==> config.mk <==
export PLATFORM = sky130hd
export DESIGN_NAME = fixed_step_frame_timer
export DESIGN_NICKNAME = d
export VERILOG_FILES = /design/src/rtl/core/fsft_pkg.sv /design/src/rtl/core/fixed_step_frame_timer.sv
export SDC_FILE = /design/constraint.sdc
export NUM_CORES = 2
export LEC_CHECK = 0
export BUFFER_PORTS_ARGS = -buffer_cell sky130_fd_sc_hd__buf_2
export CAP_MARGIN = 20
export CORE_ASPECT_RATIO = 0.7
export CORE_MARGIN = 5
export CORE_UTILIZATION = 55
export CTS_CLUSTER_SIZE = 28
export DETAILED_ROUTE_END_ITERATION = 8
export PLACE_DENSITY = 0.78
export SLEW_MARGIN = 40
export SYNTH_ARGS = -nofsm -noshare
export SYNTH_HDL_FRONTEND = slang
export SYNTH_SLANG_ARGS = --single-unit
==> constraint.sdc <==
create_clock -name i_clk -period 26.8 [get_ports i_clk]
set_input_delay 1.34 -clock i_clk [delete_from_list [all_inputs] [get_ports i_clk]]
set_output_delay 1.34 -clock i_clk [all_outputs]
set_load 0.005 [all_outputs]
==> src/rtl/core/fsft_pkg.sv <==
// Shared types and constants of the fixed-step frame timer.
package fsft_pkg;

    localparam int STAMP_W  = 64;
    localparam int CFG_W    = 32;
    localparam int SCALE_W  = 16;
    localparam int STEPS_W  = 7;
    localparam int DT_W     = 32;
    localparam int FRAMES_W = 32;
    localparam int FPS_W    = 24;
    localparam int ACC_W    = 48;
    localparam int CAP_W    = 47;
    localparam int WT_W     = 40;
    localparam int REM_W    = WT_W + 1;
    localparam int PROD_W   = 64;
    localparam int REQ_W    = 2;
    localparam int CFG_IDX_W = 3;

    localparam int DIV_STEPS = FPS_W;
    localparam int DIV_CNT_W = $clog2(DIV_STEPS);

    localparam logic [FPS_W-1:0]    FPS_MAX    = '1;
    localparam logic [FRAMES_W-1:0] FRAMES_MAX = '1;

    localparam logic [CFG_W-1:0]   RST_COUNTER_HZ = 32'd10000000;
    localparam logic [CFG_W-1:0]   RST_FIXED_STEP = 32'd166667;
    localparam logic [SCALE_W-1:0] RST_TIME_SCALE = 16'd256;
    localparam logic [CFG_W-1:0]   RST_MAX_DT     = 32'd2500000;
    localparam logic [STEPS_W-1:0] RST_MAX_STEPS  = 7'd8;

    typedef enum logic [REQ_W-1:0] {
        REQ_START   = 2'd0,
        REQ_TICK    = 2'd1,
        REQ_CONSUME = 2'd2
    } t_req;

    typedef enum logic [CFG_IDX_W-1:0] {
        CFG_COUNTER_HZ = 3'd0,
        CFG_FIXED_STEP = 3'd1,
        CFG_TIME_SCALE = 3'd2,
        CFG_MAX_DT     = 3'd3,
        CFG_MAX_STEPS  = 3'd4
    } t_cfg_idx;

    typedef enum logic [3:0] {
        ST_IDLE,
        ST_EXEC,
        ST_MUL_CAP,
        ST_MUL_ACC,
        ST_ACC,
        ST_MUL_RATE,
        ST_RATE_CHK,
        ST_DIV,
        ST_OUT
    } t_state;

endpackage

==> src/rtl/core/fixed_step_frame_timer.sv <==
// Fixed-step frame timer: sequencer around one shared multiplier and a serial divider.
// One item is taken at a time. A start or consume request passes through the execute state to
// the output state. A frame tick passes on from the execute state through the cap multiply, the
// scaled-delta multiply and the accumulate states, because the step cap and the scaled delta pass
// one after another through the single 32x32 multiplier. When half a second of time has gathered,
// the tick also forms the frames-times-rate product and checks it; when the rate saturates it goes
// straight to the output, otherwise the restoring divider follows. Input stall stays high from
// acceptance until the result item has been taken, so output stall lengthens the occupancy.
// Configuration writes are always ready and take effect at once.
module fixed_step_frame_timer (
    input  logic                             i_clk,
    input  logic                             i_rst_n,
    input  logic                             i_in_valid,
    output logic                             o_in_stall,
    input  logic [fsft_pkg::REQ_W-1:0]       i_req_type,
    input  logic [fsft_pkg::STAMP_W-1:0]     i_timestamp,
    output logic                             o_out_valid,
    input  logic                             i_out_stall,
    output logic [fsft_pkg::DT_W-1:0]        o_frame_dt_ticks,
    output logic [fsft_pkg::STAMP_W-1:0]     o_total_ticks,
    output logic [fsft_pkg::FRAMES_W-1:0]    o_frame_number,
    output logic [fsft_pkg::FPS_W-1:0]       o_fps_value,
    output logic                             o_step_granted,
    input  logic                             i_cfg_valid,
    output logic                             o_cfg_ready,
    input  logic [fsft_pkg::CFG_IDX_W-1:0]   i_cfg_index,
    input  logic [fsft_pkg::CFG_W-1:0]       i_cfg_data
);
    import fsft_pkg::*;

    // Configuration
    logic [CFG_W-1:0]   r_hz;
    logic [CFG_W-1:0]   r_fixed;
    logic [SCALE_W-1:0] r_scale;
    logic [CFG_W-1:0]   r_max_dt;
    logic [STEPS_W-1:0] r_max_steps;

    // Timer state
    t_state              r_state, n_state;
    logic [STAMP_W-1:0]  r_last, n_last;
    logic [STAMP_W-1:0]  r_total, n_total;
    logic [FRAMES_W-1:0] r_frames, n_frames;
    logic [ACC_W-1:0]    r_accum, n_accum;
    logic [WT_W-1:0]     r_wticks, n_wticks;
    logic [FRAMES_W-1:0] r_wframes, n_wframes;
    logic [FPS_W-1:0]    r_fps, n_fps;
    logic [DT_W-1:0]     r_dt, n_dt;
    logic                r_granted, n_granted;

    // Working registers
    logic [REQ_W-1:0]     r_req, n_req;
    logic [STAMP_W-1:0]   r_stamp, n_stamp;
    logic [PROD_W-1:0]    r_prod, n_prod;
    logic [CAP_W-1:0]     r_cap, n_cap;
    logic [REM_W-1:0]     r_rem, n_rem;
    logic [FPS_W-1:0]     r_dq, n_dq;
    logic [DIV_CNT_W-1:0] r_cnt, n_cnt;

    logic                 w_in_acc;
    logic                 w_out_acc;
    logic [CFG_W-1:0]     w_mul_a;
    logic [CFG_W-1:0]     w_mul_b;
    logic [PROD_W-1:0]    w_mul_p;
    logic [STAMP_W-1:0]   w_diff;
    logic [DT_W-1:0]      w_delta;
    logic [ACC_W:0]       w_acc_sum;
    logic [ACC_W-1:0]     w_step;
    logic                 w_fps_due;
    logic                 w_rate_sat;
    logic [REM_W-1:0]     w_shift;
    logic [REM_W-1:0]     w_divisor;
    logic                 w_ge;

    assign w_in_acc  = i_in_valid && !o_in_stall;
    assign w_out_acc = o_out_valid && !i_out_stall;
    assign o_cfg_ready = 1'b1;

    // The one multiplier of the block.
    assign w_mul_p = PROD_W'(w_mul_a) * PROD_W'(w_mul_b);

    // A timestamp behind the last one (as a signed difference) counts as no time.
    assign w_diff  = r_stamp - r_last;
    assign w_delta = w_diff[STAMP_W-1] ? '0 :
                     (w_diff > STAMP_W'(r_max_dt)) ? r_max_dt : w_diff[DT_W-1:0];

    assign w_acc_sum  = {1'b0, r_accum} + {1'b0, r_prod[ACC_W-1:0]};
    assign w_step     = {8'd0, r_fixed, 8'd0};
    assign w_fps_due  = {r_wticks, 1'b0} >= REM_W'(r_hz);
    assign w_rate_sat = (r_wticks == '0) || (r_prod >= {8'd0, r_wticks, 16'd0});

    assign w_divisor = {1'b0, r_wticks};
    assign w_shift   = {r_rem[REM_W-2:0], r_dq[FPS_W-1]};
    assign w_ge      = w_shift >= w_divisor;

    // Next state
    always_comb begin
        n_state = r_state;
        case (r_state)
            ST_IDLE:     if (w_in_acc) n_state = ST_EXEC;
            ST_EXEC:     n_state = (r_req == REQ_TICK) ? ST_MUL_CAP : ST_OUT;
            ST_MUL_CAP:  n_state = ST_MUL_ACC;
            ST_MUL_ACC:  n_state = ST_ACC;
            ST_ACC:      n_state = w_fps_due ? ST_MUL_RATE : ST_OUT;
            ST_MUL_RATE: n_state = ST_RATE_CHK;
            ST_RATE_CHK: n_state = w_rate_sat ? ST_OUT : ST_DIV;
            ST_DIV:      if (r_cnt == DIV_CNT_W'(DIV_STEPS - 1)) n_state = ST_OUT;
            ST_OUT:      if (!i_out_stall) n_state = ST_IDLE;
            default:     n_state = ST_IDLE;
        endcase
    end

    // State outputs: handshake and multiplier operand selection
    always_comb begin
        o_in_stall  = 1'b1;
        o_out_valid = 1'b0;
        w_mul_a     = '0;
        w_mul_b     = '0;
        case (r_state)
            ST_IDLE: o_in_stall = 1'b0;
            ST_MUL_CAP: begin
                w_mul_a = r_fixed;
                w_mul_b = CFG_W'(r_max_steps);
            end
            ST_MUL_ACC: begin
                w_mul_a = r_dt;
                w_mul_b = CFG_W'(r_scale);
            end
            ST_MUL_RATE: begin
                w_mul_a = r_wframes;
                w_mul_b = r_hz;
            end
            ST_OUT: o_out_valid = 1'b1;
            default: ;
        endcase
    end

    // Datapath
    always_comb begin
        n_last    = r_last;
        n_total   = r_total;
        n_frames  = r_frames;
        n_accum   = r_accum;
        n_wticks  = r_wticks;
        n_wframes = r_wframes;
        n_fps     = r_fps;
        n_dt      = r_dt;
        n_granted = r_granted;
        n_req     = r_req;
        n_stamp   = r_stamp;
        n_prod    = r_prod;
        n_cap     = r_cap;
        n_rem     = r_rem;
        n_dq      = r_dq;
        n_cnt     = r_cnt;
        case (r_state)
            ST_IDLE: begin
                if (w_in_acc) begin
                    n_req   = i_req_type;
                    n_stamp = i_timestamp;
                end
            end
            ST_EXEC: begin
                n_dt      = '0;
                n_granted = 1'b0;
                case (r_req)
                    REQ_START: begin
                        n_last    = r_stamp;
                        n_total   = '0;
                        n_frames  = '0;
                        n_accum   = '0;
                        n_wticks  = '0;
                        n_wframes = '0;
                        n_fps     = '0;
                    end
                    REQ_TICK: begin
                        n_last   = r_stamp;
                        n_dt     = w_delta;
                        n_total  = r_total + STAMP_W'(w_delta);
                        n_frames = r_frames + 1'b1;
                        n_wticks = r_wticks + WT_W'(w_delta);
                        if (r_wframes != FRAMES_MAX) n_wframes = r_wframes + 1'b1;
                    end
                    REQ_CONSUME: begin
                        if (r_accum >= w_step) begin
                            n_accum   = r_accum - w_step;
                            n_granted = 1'b1;
                        end
                    end
                    default: ;
                endcase
            end
            ST_MUL_CAP: n_prod = w_mul_p;
            ST_MUL_ACC: begin
                n_cap  = {r_prod[CAP_W-9:0], 8'd0};
                n_prod = w_mul_p;
            end
            ST_ACC: begin
                if (w_acc_sum > (ACC_W + 1)'(r_cap)) n_accum = ACC_W'(r_cap);
                else                                 n_accum = w_acc_sum[ACC_W-1:0];
            end
            ST_MUL_RATE: n_prod = w_mul_p;
            ST_RATE_CHK: begin
                if (w_rate_sat) begin
                    n_fps     = FPS_MAX;
                    n_wticks  = '0;
                    n_wframes = '0;
                end else begin
                    // Dividend is the product times 256; its top part already sits below
                    // the divisor, so 24 quotient bits remain.
                    n_rem = r_prod[16 +: REM_W];
                    n_dq  = {r_prod[15:0], 8'd0};
                    n_cnt = '0;
                end
            end
            ST_DIV: begin
                n_rem = w_ge ? (w_shift - w_divisor) : w_shift;
                n_dq  = {r_dq[FPS_W-2:0], w_ge};
                n_cnt = r_cnt + 1'b1;
                if (r_cnt == DIV_CNT_W'(DIV_STEPS - 1)) begin
                    n_fps     = {r_dq[FPS_W-2:0], w_ge};
                    n_wticks  = '0;
                    n_wframes = '0;
                end
            end
            default: ;
        endcase
    end

    always_ff @(posedge i_clk) begin
        if (!i_rst_n) begin
            r_state     <= ST_IDLE;
            r_hz        <= RST_COUNTER_HZ;
            r_fixed     <= RST_FIXED_STEP;
            r_scale     <= RST_TIME_SCALE;
            r_max_dt    <= RST_MAX_DT;
            r_max_steps <= RST_MAX_STEPS;
            r_last      <= '0;
            r_total     <= '0;
            r_frames    <= '0;
            r_accum     <= '0;
            r_wticks    <= '0;
            r_wframes   <= '0;
            r_fps       <= '0;
            r_dt        <= '0;
            r_granted   <= 1'b0;
        end else begin
            r_state   <= n_state;
            r_last    <= n_last;
            r_total   <= n_total;
            r_frames  <= n_frames;
            r_accum   <= n_accum;
            r_wticks  <= n_wticks;
            r_wframes <= n_wframes;
            r_fps     <= n_fps;
            r_dt      <= n_dt;
            r_granted <= n_granted;
            if (i_cfg_valid && o_cfg_ready) begin
                case (i_cfg_index)
                    CFG_COUNTER_HZ: r_hz        <= i_cfg_data;
                    CFG_FIXED_STEP: r_fixed     <= i_cfg_data;
                    CFG_TIME_SCALE: r_scale     <= i_cfg_data[SCALE_W-1:0];
                    CFG_MAX_DT:     r_max_dt    <= i_cfg_data;
                    CFG_MAX_STEPS:  r_max_steps <= i_cfg_data[STEPS_W-1:0];
                    default: ;
                endcase
            end
        end
    end

    always_ff @(posedge i_clk) begin
        r_req   <= n_req;
        r_stamp <= n_stamp;
        r_prod  <= n_prod;
        r_cap   <= n_cap;
        r_rem   <= n_rem;
        r_dq    <= n_dq;
        r_cnt   <= n_cnt;
    end

    assign o_frame_dt_ticks = r_dt;
    assign o_total_ticks    = r_total;
    assign o_frame_number   = r_frames;
    assign o_fps_value      = r_fps;
    assign o_step_granted   = r_granted;

    // Only one item is ever in flight.
    a_one_in_flight: assert property (@(posedge i_clk) disable iff (!i_rst_n)
        o_out_valid |-> o_in_stall)
        else $error("input taken while a result item is pending");

    // The accumulator never exceeds the step cap after a tick adds to it.
    a_accum_capped: assert property (@(posedge i_clk) disable iff (!i_rst_n)
        (r_state == ST_ACC) |=> (r_accum <= ACC_W'(r_cap)))
        else $error("step accumulator above its cap");

    // The partial remainder stays below the divisor throughout the division.
    a_rem_bound: assert property (@(posedge i_clk) disable iff (!i_rst_n)
        (r_state == ST_DIV) |-> (r_rem < w_divisor))
        else $error("divider remainder out of range");

    // A granted step comes only from a consume, which carries no frame delta.
    a_grant_no_dt: assert property (@(posedge i_clk) disable iff (!i_rst_n)
        (o_out_valid && o_step_granted) |-> (o_frame_dt_ticks == '0))
        else $error("step granted on an item with a frame delta");

endmodule
# ---- Word-level counts from Yosys, hierarchy flattened
# Index checks and enable logic that the tools add are counted.
dict set report totals {
  register_bits 698
  input_bits 106
  output_inout_bits 156
}
dict set report op_classes {
  n_mux 42
  n_mul 1
  n_eq_ne 26
  n_lt_le_gt_ge 6
  add_sub_neg 9
  reduce_logical 26
}
# op n
set op_table {}
lappend op_table {{one-hot mux 32 bit (3 select lines)} 3}
lappend op_table {{2-to-1 mux 32 bit} 6}
lappend op_table {{one-hot mux 48 bit (2 select lines)} 2}
lappend op_table {{2-to-1 mux 40 bit} 4}
lappend op_table {{one-hot mux 40 bit (2 select lines)} 2}
lappend op_table {{one-hot mux 32 bit (2 select lines)} 2}
lappend op_table {{one-hot mux 64 bit (2 select lines)} 1}
lappend op_table {{one-hot mux 40 bit (3 select lines)} 1}
lappend op_table {{2-to-1 mux 24 bit} 4}
lappend op_table {{2-to-1 mux 48 bit} 2}
lappend op_table {{one-hot mux 24 bit (3 select lines)} 1}
lappend op_table {{adder 32 x 1 -> 32 bit (second input constant)} 2}
lappend op_table {{adder 64 x 32 -> 64 bit} 1}
lappend op_table {{>= comparator 64 x 56 -> 1 bit} 1}
lappend op_table {{greater-than comparator 64 x 32 -> 1 bit} 1}
lappend op_table {{multiplier 32 x 32 -> 64 bit} 1}
lappend op_table {{subtractor 64 bit} 1}
lappend op_table {{adder 48 x 48 -> 49 bit} 1}
lappend op_table {{greater-than comparator 49 x 47 -> 1 bit} 1}
lappend op_table {{>= comparator 48 x 40 -> 1 bit} 1}
lappend op_table {{one-hot mux 24 bit (2 select lines)} 1}
lappend op_table {{subtractor 48 x 40 -> 48 bit} 1}
lappend op_table {{>= comparator 41 x 32 -> 1 bit} 1}
lappend op_table {{>= comparator 41 x 40 -> 1 bit} 1}
lappend op_table {{other kinds (37)} 68}

# ---- Depth between registers and ports, before layout
dict set report logic_depth {
  word_depth 7
  ltp_mapped 45
  depth_no_buf 43
}

# ---- Least setup slack after synthesis
# Ideal clock, no wire load.
dict set report synth_timing {
  kind {register to register}
  start {reg r_state[3]}
  end {reg r_prod[60] (data pin)}
  slack_ns 15.510
  path_buffers 6
  arrival_ns 11.031
  synth_period_minus_slack_ns 11.290
  setup_ns 0.259
  path_stages_with_launch 41
  required_time_ns 26.541
  path_cell_list {dfxtp_1 -> clkbuf_1 -> nand2b_1 -> clkbuf_1 -> nor2_1 -> clkbuf_1 -> clkbuf_1 -> clkbuf_1 -> a22oi_1 -> clkbuf_1 -> nor2_1 -> fa_1 -> fa_1 -> fa_1 -> inv_1 -> fa_1 -> inv_1 -> fa_1 -> (+5 left out) -> ha_1 -> and3_1 -> and3_1 -> a21oi_1 -> a21oi_1 -> nor2_1 -> a31oi_1 -> a21oi_1 -> a31oi_1 -> o31a_1 -> a31o_2 -> a211oi_1 -> o21bai_1 -> a21oi_1 -> o2111ai_1 -> a31o_2 -> a21oi_1 -> xnor2_1}
}
dict set report synth_between {
  elab_chain_cells 3
  elab_cells_between_ends 6
  classes_between {1 x mul; 3 x eq/ne; 2 x mux}
}
# item line_no
set synth_rtl {}
lappend synth_rtl {{from (decl)} fixed_step_frame_timer.sv:39} ;# t_state r_state, n_state;
lappend synth_rtl {{from (signal assigned)} fixed_step_frame_timer.sv:247} ;# r_state <= n_state;
lappend synth_rtl {{== test 4 x 3 -> 1 bit / == test 4 x 2 -> 1 bit (equally long branches)} fixed_step_frame_timer.sv:118} ;# case (r_state)
lappend synth_rtl {{one-hot mux 32 bit (3 select lines)} fixed_step_frame_timer.sv:118}
lappend synth_rtl {{multiplier 32 x 32 -> 64 bit *} fixed_step_frame_timer.sv:79} ;# assign w_mul_p = PROD_W'(w_mul_a) * PROD_W'(w_mul_b);
lappend synth_rtl {{named net w_mul_p[60]} fixed_step_frame_timer.sv:63} ;# logic [PROD_W-1:0] w_mul_p;
lappend synth_rtl {{to (signal assigned)} fixed_step_frame_timer.sv:273} ;# r_prod <= n_prod;
lappend synth_rtl {{to (decl)} fixed_step_frame_timer.sv:53} ;# logic [PROD_W-1:0] r_prod, n_prod;
# The timed path passes the listed nets; every way through them passes the cells marked *.
# A chain may end at the register's enable or synchronous reset.

# ---- Worst setup path after layout
# Same ends and word-level chain as after synthesis.

==> impl_metrics.csv <==
group,metric,value,unit
status,status,"finished clean",
worst_hold_path,hold-path-cell-count,2,
cts,clock_latency,690,ps
sta,worst_pin_slew,941,ps
sta,setup_viol,0,
placed_design,dp_hpwl,227000,microns
cts,ctsResizeCount,0,
worst_hold_path,worstHoldStart,"r_last[22]$_SDFFE_PN0P_",
cts,ctsHoldBuffers,0,
cts,post-cts-setup-buffers,0,
finish,final_cell_count_no_fill,11185,
sta,slew_violations,0,
synthesis,yosys-top-cells-area,"fa_1 23%, dfxtp_1 12%, ha_1 10%",
sta,rsz0062_at_grt,"false",
finish,stdcell_area,0.0834,sq mm
sta,setup_tns,0,ps
finish,fin_nets,10881,
cts,cts.root.buffer_cell,"clkbuf_16",
routing,first_iter_violations,9500,
setup_path,worstSetupEndpointType,"flop",
routing,ant_nets,0,
synthesis,syn_nets,10826,
run,max-cap-violations,0,
setup_path,cp_slowest_stage_delay,690,ps
global_route,grt_pass1_vias,67437,
synthesis,synth_top_area_share,23.4,%
global_route,track_usage,38.5,%
cts,h-tree-depth,3,
synthesis,ys_warn_count,0,
synthesis,syn_area,0.0773,sq mm
sta,period_share,45.3,%
routing,dr.pass1.iters,7,
setup_path,cpMaxStageDelayCell,"buf_4",
setup_path,cp.arrival,12550,ps
routing,detail_route.wl_per_cell,26.0,microns
cts,numCtsBuffers,74,
synthesis,synth-seq-cells,698,
finish,fill_cells,12233,
global_route,grt_max_degree,108,
global_route,antenna_found_initial,18,
die,die_w,458,microns
synthesis,synth_seq_area_share,21.2,%
sta,fmax,82.4,MHz
placed_design,portBuffers,260,
synthesis,synth_ff_type,"dfxtp_1",
global_route,grt_pass1_wl,431000,microns
setup_path,crit_path_end,"r_prod[60]$_DFFE_PP_",
placed_design,post-place-cells,11034,
worst_hold_path,hold_class,"reg2reg",
finish,drive_above_1_share,7.30,%
setup_path,critPathRequiredTime,27220,ps
die,coreArea,0.140,sq mm
routing,drc,0,
cts,clkTransAtPathRegs,70,ps
sta,hold_viol_final,0,
routing,viasPerCell,6.32,
placed_design,place_congestion,1.09,
setup_path,critPathMaxFanout,58,
finish,syn_to_final_growth,7.93,%
die,die_y,324,microns
synthesis,synthArstFlopShare,0,%
setup_path,worst_setup_path_start_kind,"flop",
power,ir_drop,42.0,uV
cts,cts_sinks,698,
placed_design,place_area,0.0808,sq mm
routing,routed_wirelength,291000,microns
power,power.leakage,36.8,nW
die,ios,262,
synthesis,syn_inst,9184,
sta,fin_crit,12130,ps
setup_path,ff2ff_setup_slack,14670,ps
setup_path,reg2reg_to,"r_prod[60]$_DFFE_PP_",
setup_path,critPathLaunch,"r_state[3]$_SDFFE_PN0P_",
global_route,grt_overflow,0,
synthesis,synth_area_per_cell,8.41,sq um
routing,vias,70642,
die,dieArea,0.148,sq mm
synthesis,synth_edf_count,238,
die,rows,115,
synthesis,synth_cell_type_count,115,
power,power_density,40.3,mW/mm^2
synthesis,synth_top_area_cell,"fa_1",
die,start_util,55.2,%
cts,cts_tree,"built",
setup_path,crit_type,"reg2reg",
sta,fin_skew,46.3,ps
sta,maxSlewHeadroom,36.7,%
setup_path,cpMostUsedCell,"fa_1",
cts,clock_path_buffers,3,
setup_path,reg2reg_depth,39,
setup_path,r2r-start,"r_state[3]$_SDFFE_PN0P_",
==> cells in the mapped netlist, types with 17 or more instances <==
master	instances
a21boi_0	17
and4_1	22
inv_1	1244
clkbuf_1	407
fa_1	902
a21oi_1	597
and2_1	63
edfxtp_1	238
a211oi_1	63
o31a_1	20
o21ai_1	25
xor2_1	109
nor2b_1	53
o211ai_1	50
o221ai_1	30
nand2b_1	75
or3_1	45
o22ai_1	21
nand4_1	98
nand2_1	1256
mux2i_1	44
xnor2_1	218
a22oi_1	100
a21o_1	152
o21a_1	51
and3_1	66
o211a_1	26
nor4_1	59
a31oi_1	47
nor2_1	1064
o21ai_0	271
o21bai_1	48
nor3_1	91
o31ai_1	41
dfxtp_1	460
or4_1	31
nand3_1	136
ha_1	634
or2_2	27
==> state kept, by name, indices dropped and copies added, names as in the netlist <==
| signal | count |
|---|---|
| o_total_ticks | 64 |
| r_last | 64 |
| r_prod | 64 |
| r_stamp | 64 |
| r_accum | 48 |
| r_rem | 40 |
| r_wticks | 40 |
| r_cap | 39 |
| o_frame_dt_ticks | 32 |
| o_frame_number | 32 |
| r_fixed | 32 |
| r_hz | 32 |
| r_max_dt | 32 |
| r_wframes | 32 |
| o_fps_value | 24 |
| r_dq | 24 |
| r_scale | 16 |
| r_max_steps | 7 |
| r_cnt | 5 |
| r_state | 4 |
| r_req | 2 |
| o_step_granted | 1 |
==> how the worst min path moves through the flow <==
stage	endpoint	slack, ps
final	r_last[22]$_SDFFE_PN0P_	450
after global routing	r_last[54]$_SDFFE_PN0P_	470
after global placement	r_scale[0]$_SDFFE_PN0P_	440
after CTS	r_last[31]$_SDFFE_PN0P_	450
after floorplan	r_max_steps[6]$_SDFFE_PN0P_	440
after detailed placement	r_last[31]$_SDFFE_PN0P_	450
==> placed cells by master, fill, tap and decap left out, drive strengths merged, types with 96 or more instances in the layout <==
cell type  count
ha           634
edfxtp       238
a22oi        100
o21ai        297
buf          412
fa           902
nor2        1064
nand4         99
inv         1253
nand3        136
xor2         109
clkbuf        96
dfxtp        460
a21o         152
a21oi        600
xnor2        219
nand2       1257
==> per-stage QoR <==
stage | total power [mW] | utilization [%] | worst slack (ps) | hold slack (ps)
2_1_floorplan | 1.88 | - | 15510 | 436
3_3_place_gp | 2.20 | 57.6 | 14910 | 441
3_5_place_dp | 2.22 | 57.7 | 14720 | 446
4_1_cts | 3.32 | 59.5 | 14690 | 454
5_1_grt | 3.49 | 59.5 | 14270 | 469
6_report | 3.36 | 59.6 | 14670 | 454
==> report_power, final <==
part | switching (mW) | internal, mW | total (mW)
Sequential | 0.0617 | 1.15 | 1.21
Combinational | 0.689 | 0.353 | 1.04
Clock | 0.495 | 0.612 | 1.11
Total | 1.25 | 2.11 | 3.36
==> cell families (layout without fill, tap and decap cells) <==
| family | after synthesis | in the layout | synth area share [%] |
|---|---|---|---|
| AO/OA/AOI/OAI | 1725 | 1725 | 14.4 |
| flip-flops | 698 | 698 | 21.2 |
| adder cells (fa/ha/maj) | 1550 | 1550 | 33.8 |
| AND/OR/NAND/NOR | 3145 | 3145 | 17.9 |
| other | 1 | 14 | 0.00485 |
| XOR/XNOR | 328 | 328 | 3.73 |
| buffers and inverters | 1680 | 1796 | 8.20 |
| multiplexers | 57 | 57 | 0.764 |
==> per-layer routing <==
layer	GRT usage, %	vias up	wire length [microns]
li1	-	30507	-
met4	18.3	12	17500
met1	54.1	34393	115000
met3	14.6	817	45900
met2	52.2	4913	112000
met5	0	-	80
==> area by class of cell <==
type	count	area (sq um)	share of cell area, %
sequential	698	16400	19.6
inverter	1247	4690	5.62
clock buffer	96	2060	2.47
antenna	13	32.5	0.0390
multi-input combinational	6806	54900	65.9
timing repair buffer	412	2490	2.99
tap	1872	2340	2.81
clock inverter	41	489	0.587
==> worst max-delay path: cells and delay by family, from the launching register on <==
| kind | cells | cell delay (ps) |
|---|---|---|
| xor+xnor | 1 | 90 |
| buf+inv | 8 | 1920 |
| flops | 1 | 430 |
| compound gates | 14 | 3740 |
| simple gates | 7 | 1320 |
| fa+ha+maj | 9 | 4280 |
Power figures use the tool's default switching activity.
